--- src/rtl/core/tcc_pkg.sv ---
`default_nettype none

package tcc_pkg;

  localparam int DEF_COLS = 80;
  localparam int DEF_ROWS = 25;

  localparam int CMD_W  = 2;
  localparam int BYTE_W = 8;
  localparam int ROW_W  = 5;
  localparam int COL_W  = 7;
  localparam int KIND_W = 2;

  typedef logic [CMD_W-1:0]  cmd_t;
  typedef logic [KIND_W-1:0] kind_t;
  typedef logic [BYTE_W-1:0] byte_t;

  localparam cmd_t CMD_PUT   = 2'd0;
  localparam cmd_t CMD_CLEAR = 2'd1;
  localparam cmd_t CMD_READ  = 2'd2;

  localparam kind_t KIND_ECHO  = 2'd0;
  localparam kind_t KIND_READ  = 2'd1;
  localparam kind_t KIND_CLEAR = 2'd2;

  localparam byte_t CH_LF  = 8'h0A;
  localparam byte_t CH_BS  = 8'h08;
  localparam byte_t CH_TAB = 8'h09;
  localparam byte_t CH_SP  = 8'h20;
  localparam byte_t CH_CR  = 8'h0D;
  localparam byte_t CH_NUL = 8'h00;

  // controller -> datapath
  typedef struct packed {
    logic latch_in;
    logic plan;
    logic row_sel;
    logic sweep_step;
    logic write_cell;
    logic scroll_set;
    logic mem_read;
    logic rd_load;
    logic emit;
  } dp_cmd_t;

  // datapath -> controller
  typedef struct packed {
    cmd_t cmd;
    logic put_write;
    logic put_scroll;
    logic scroll_pend;
    logic row_zero;
    logic sweep_done;
    logic out_free;
    logic q_last;
  } dp_sts_t;

endpackage

`default_nettype wire

--- src/rtl/core/tcc_ctrl.sv ---
`default_nettype none

module tcc_ctrl (
  input  wire logic              clk,
  input  wire logic              rst_n,
  input  wire logic              in_valid,
  output logic                   in_ready,
  input  wire tcc_pkg::dp_sts_t  sts,
  output tcc_pkg::dp_cmd_t       cmd
);
  import tcc_pkg::*;

  typedef enum logic [9:0] {
    S_IDLE     = 10'b0000000001,
    S_DECODE   = 10'b0000000010,
    S_ROWSEL   = 10'b0000000100,
    S_MAT      = 10'b0000001000,
    S_WRITE    = 10'b0000010000,
    S_SCRL_SET = 10'b0000100000,
    S_SCROLL   = 10'b0001000000,
    S_RREAD    = 10'b0010000000,
    S_RDATA    = 10'b0100000000,
    S_EMIT     = 10'b1000000000
  } state_t;

  state_t state_r, state_nxt;

  always_comb begin
    state_nxt = state_r;
    cmd       = '0;
    in_ready  = 1'b0;
    unique case (state_r)
      S_IDLE: begin
        in_ready = 1'b1;
        if (in_valid) begin
          cmd.latch_in = 1'b1;
          state_nxt    = S_DECODE;
        end
      end
      S_DECODE: begin
        cmd.plan = 1'b1;
        unique case (sts.cmd)
          CMD_PUT: begin
            if (sts.put_write)       state_nxt = S_ROWSEL;
            else if (sts.put_scroll) state_nxt = S_SCRL_SET;
            else                     state_nxt = S_EMIT;
          end
          CMD_CLEAR: state_nxt = S_EMIT;
          CMD_READ:  state_nxt = S_ROWSEL;
          default:   state_nxt = S_IDLE;
        endcase
      end
      S_ROWSEL: begin
        cmd.row_sel = 1'b1;
        if (sts.cmd == CMD_READ) state_nxt = S_RREAD;
        else if (sts.row_zero)   state_nxt = S_MAT;
        else                     state_nxt = S_WRITE;
      end
      S_MAT: begin
        // row still reads as cleared: fill it with zeros before the cell write
        cmd.sweep_step = 1'b1;
        if (sts.sweep_done) state_nxt = S_WRITE;
      end
      S_WRITE: begin
        cmd.write_cell = 1'b1;
        state_nxt      = sts.scroll_pend ? S_SCRL_SET : S_EMIT;
      end
      S_SCRL_SET: begin
        cmd.scroll_set = 1'b1;
        state_nxt      = S_SCROLL;
      end
      S_SCROLL: begin
        cmd.sweep_step = 1'b1;
        if (sts.sweep_done) state_nxt = S_EMIT;
      end
      S_RREAD: begin
        cmd.mem_read = 1'b1;
        state_nxt    = S_RDATA;
      end
      S_RDATA: begin
        cmd.rd_load = 1'b1;
        state_nxt   = S_EMIT;
      end
      S_EMIT: begin
        if (sts.out_free) begin
          cmd.emit = 1'b1;
          if (sts.q_last) state_nxt = S_IDLE;
        end
      end
      default: state_nxt = S_IDLE;
    endcase
  end

  always_ff @(posedge clk) begin
    if (!rst_n) begin
      state_r <= S_IDLE;
    end else begin
      state_r <= state_nxt;
    end
  end

endmodule

`default_nettype wire

--- config.mk ---
export PLATFORM = sky130hd
export DESIGN_NAME = tcc_ctrl
export DESIGN_NICKNAME = d
export VERILOG_FILES = /design/src/rtl/core/tcc_pkg.sv /design/src/rtl/core/tcc_ctrl.sv
export SDC_FILE = /design/constraint.sdc
export NUM_CORES = 1
export LEC_CHECK = 0
export BUFFER_PORTS_ARGS = -buffer_cell sky130_fd_sc_hd__buf_4
export CORE_MARGIN = 10
export CORE_UTILIZATION = 56
export CTS_BUF_LIST = sky130_fd_sc_hd__clkbuf_4
export CTS_CLUSTER_SIZE = 8
export DETAILED_ROUTE_END_ITERATION = 10
export PLACE_DENSITY = 0.93
export SLEW_MARGIN = 20
export SYNTH_ARGS = -nofsm -noshare
export SYNTH_HDL_FRONTEND = slang
export SYNTH_SLANG_ARGS = --single-unit
export TNS_END_PERCENT = 1
--- constraint.sdc ---
create_clock -name clk -period 3.45 [get_ports clk]
set_clock_uncertainty 0.2 [all_clocks]
set_input_delay 0.69 -clock clk [delete_from_list [all_inputs] [get_ports clk]]
set_output_delay 0.69 -clock clk [all_outputs]
set_load 0.02 [all_outputs]
# --- Yosys cells after proc, flatten, opt, wreduce, memory -nomap -nowiden ---
# Index checks and enable logic that the tools add are counted.
totals:
  output_inout_bits: 10
  regBits: 10
op_classes:
  n_reduce_logical: 3
  n_mux: 24
  eq_ne: 17
op_table:
  columns: ["cell", "count"]
  rows:
  - ["one-hot mux 10 bit (10 select lines)", 1]
  - ["two-way mux 10 bit", 9]
  - ["one-hot mux 10 bit (3 select lines)", 1]
  - ["two-way mux 1 bit", 12]
  - ["equality test 10 x 1 -> 1 bit, second input constant", 1]
  - ["equality test 10 bit, second input constant", 1]
  - ["equality test 10 x 2 -> 1 bit, second input constant", 1]
  - ["equality test 10 x 3 -> 1 bit, second input constant", 1]
  - ["equality test 10 x 4 -> 1 bit, second input constant", 1]
  - ["equality test 10 x 5 -> 1 bit, second input constant", 1]
  - ["equality test 10 x 6 -> 1 bit, second input constant", 1]
  - ["equality test 10 x 7 -> 1 bit, second input constant", 1]
  - ["equality test 10 x 8 -> 1 bit, second input constant", 1]
  - ["equality test 10 x 9 -> 1 bit, second input constant", 1]
  - ["!= test 2 bit, second input constant", 5]
  - ["two-way mux 5 bit", 1]
  - ["AND reduction 5 bit", 1]
  - ["equality test 2 x 1 -> 1 bit, second input constant", 1]
  - ["equality test 2 bit, second input constant", 1]
  - ["zero test 2 bit", 1]
  - ["OR reduction 2 bit", 1]

# --- Longest topological paths before layout ---
depth:
  ltp_word: 4
  mapped_depth: 7
  mapped_depth_nobuf: 6

# --- Worst setup path after synthesis ---
# Ideal clock, no wire load.
synth_timing:
  path_type: "reg-to-output"
  start: "register state_r[6]"
  end: "output cmd[8] (netlist name)"
  t_required_ns: 2.560
  path_buffers: 1
  arrival_ns: 1.615
  stages_incl_launch_ff: 7
  path_slack_ns: 0.945
  path_cell_list: "dfxtp_1 > buf_4 > nor4_4 > and2_1 > nand4b_2 > inv_1 > and2_1"
synth_rtl:
  columns: ["item", "line_no", "rtl"]
  rows:
  - ["start: declaration", "tcc_ctrl.sv:26", "state_t state_r, state_nxt;"]
  - ["start signal: assignment", "tcc_ctrl.sv:98", "state_r <= state_nxt;"]
  - ["end: declaration", "tcc_ctrl.sv:9", "output tcc_pkg::dp_cmd_t cmd"]

==> impl_metrics.ini <==
[power]
p_per_area_mw_per_mm2 = 517
ir_drop_mv = 0.257
leakagePower_nw = 0.388
total_power_mw = 0.476

[synth]
synth_cell_types = 35
yosysSeqAreaShare = 0.270
syn_area_per_cell_um2 = 8.42
yosysWarnings = 0
syn_nets = 100
syn-cell-area_um2 = 741
syn_inst = 88
synth-seq-cells = 10

[floorplan]
die_y_um = 56.4
die_width_um = 56.4
rows = 13
core-area_mm2 = 0.00127
initial_utilization = 0.584
io_pins = 22
floorplan.die_area_mm2 = 0.00318

[setup_path]
crit_fanout = 9
r2r_end = state_r[4]$_SDFFE_PN0P_
reg2reg_slack_ns = 1.26
required_ns = 2.56
cp.arrival_ns = 1.91
critPathLaunchType = flop
cp-end-kind = primary output
reg2regPathDepth = 6
timing.rr.start = state_r[8]$_SDFFE_PN0P_
criticalPathCategory = reg -> out

[hold_path]
hold_end = state_r[3]$_SDFFE_PN0P_
min_path_type = reg -> reg
holdPathStages = 2
min_from = state_r[3]$_SDFFE_PN0P_

[placement]
dp_hpwl_um = 1620
dp_worst_setup_slack_ns = 0.950
port_buffers = 21
gp_congestion = 0.810

[timing]
fin_crit_ns = 2.80
slew_headroom = 0.704
setup_tns_ns = 0
finalHoldViolations = 0
rsz0062_at_grt = no
hold_ws_ns = 0.426
setup_viol = 0
fin_ws_ns = 0.652
worst_pin_slew_ns = 0.432
clock.fmax_ghz = 0.357
fin_crit_sh = 0.811
slew_viol_final = 0

[clock_network]
cts_buffers = 3
h-tree-depth = 1
cts_root_buf = clkbuf_4
clk_path_buf_depth = 2
cts_tree = built
cts_setup_buffers = 0
clk_latency_ns = 0.26
clk_pin_slew_ns = 0.06
cts_resized = 0
cts_sinks = 10
postCtsHoldBufs = 0

[run_status]
status = finished, final reports clean

[detailed_routing]
dr.pass1.iters = 4
drt_iter0_markers = 16
ant_nets = 0
wirelength_um = 2010
num_vias = 760
remaining_drc_errors = 0
routed_via_density = 6.08
wl_per_cell_um = 16.1

[final_layout]
nets = 123
drive_above_1_share = 0.327
largest_register_ffs = 10
area_growth_pct = 24.3
antennaDiodeCount = 0
fin_util = 0.726
top_regs = state_r (10)
largest-register = state_r
fillers = 100

[global_routing]
grt_pass1_vias = 738
grt_use_total = 0.125
antenna_found_initial = 0
grt_overflow = 0
grt_start_max_net_pins = 10
grt_pass1_wl_um = 3300

[run]
maxCapViolations = 0
## kinds of logic (layout without fill, tap and decap cells)
logic type / count (synthesis) / count (layout) / share of synthesized area
xor+xnor: 2 / 2 / 0.0237
simple gates: 53 / 53 / 0.475
buf+inv: 7 / 29 / 0.0507
compound gates: 16 / 16 / 0.181
flops: 10 / 10 / 0.270
## layout make-up
cell class              instances  area, um^2  area share
flip-flops and latches         10         200       0.217
inverters                       4        15.0      0.0163
multi-input cells              71         503       0.546
clock inverters                 1        3.75     0.00408
well taps                      15        18.8      0.0204
clock buffers                   3        22.5      0.0245
repair buffers                 21         158       0.171
## per-stage QoR
stage	std cells	instance area [um^2]
2_1_floorplan	88	741
3_3_place_gp	121	895
3_5_place_dp	121	895
4_1_cts	125	921
5_1_grt	125	921
6_report	125	921
## power breakdown
part / total (mW) / switching [mW] / internal [mW]
Clock: 0.0832 / 0.0414 / 0.0417
Sequential: 0.165 / 0.0345 / 0.130
Combinational: 0.228 / 0.125 / 0.103
## worst max path at each step
stage | from | end | slack (ns) | depth (start not counted)
6_report | state_r[6]$_SDFFE_PN0P_ | cmd[8] | 0.65 | 6
3_3_place_gp | state_r[6]$_SDFFE_PN0P_ | cmd[8] | 1.03 | 6
4_1_cts | state_r[6]$_SDFFE_PN0P_ | cmd[8] | 0.66 | 6
3_5_place_dp | state_r[6]$_SDFFE_PN0P_ | cmd[8] | 0.95 | 6
2_1_floorplan | state_r[6]$_SDFFE_PN0P_ | cmd[8] | 0.95 | 6
5_1_grt | state_r[6]$_SDFFE_PN0P_ | cmd[8] | 0.46 | 6
## critical path: stages, from the launching register on
cell      delay [ns]
dfxtp_1         0.40
nor4_4          0.41
and2_1          0.23
nand4b_2        0.20
inv_1           0.13
and2_1          0.14
buf_4           0.14
## per-layer routing
metal  part of all wire  vias to the layer above  global-route usage
met5                  0                        -                   0
met4             0.0070                        0              0.0412
met3              0.045                        2              0.0427
met2               0.52                       16               0.214
met1               0.43                      370               0.140
li1                   -                      372                   -
## cell usage after synthesis (all sizes together)
cell,number,area share
nor2b,6,0.051
nand3b,3,0.035
nor4b,2,0.024
a32oi,1,0.012
buf,3,0.030
and2,3,0.025
xnor2,2,0.024
dfxtp,10,0.27
nor3,6,0.041
nand2,3,0.015
o221a,1,0.015
o221ai,2,0.032
a21oi,3,0.020
nor2,14,0.071
nand2b,1,0.0085
or4,1,0.015
and2b,1,0.010
and3,5,0.047
a21boi,1,0.010
a21o,1,0.010
and3b,1,0.012
a32o,1,0.014
o211ai,4,0.041
a311o,1,0.015
nor4,3,0.066
inv,4,0.020
nand4,1,0.0085
and4,1,0.014
a2111oi,1,0.012
nand4b,2,0.032
## cell usage in the layout, fill, tap and decap left out, types with 3 or more instances in the layout
master / instances
a21oi_1: 3
and2_1: 3
and3_2: 3
buf_4: 21
clkbuf_4: 3
dfxtp_1: 10
inv_1: 4
nand2_1: 3
nor2_1: 14
nor2b_1: 6
nor3_1: 6
o211ai_1: 4
Power figures use the tool's default switching activity.
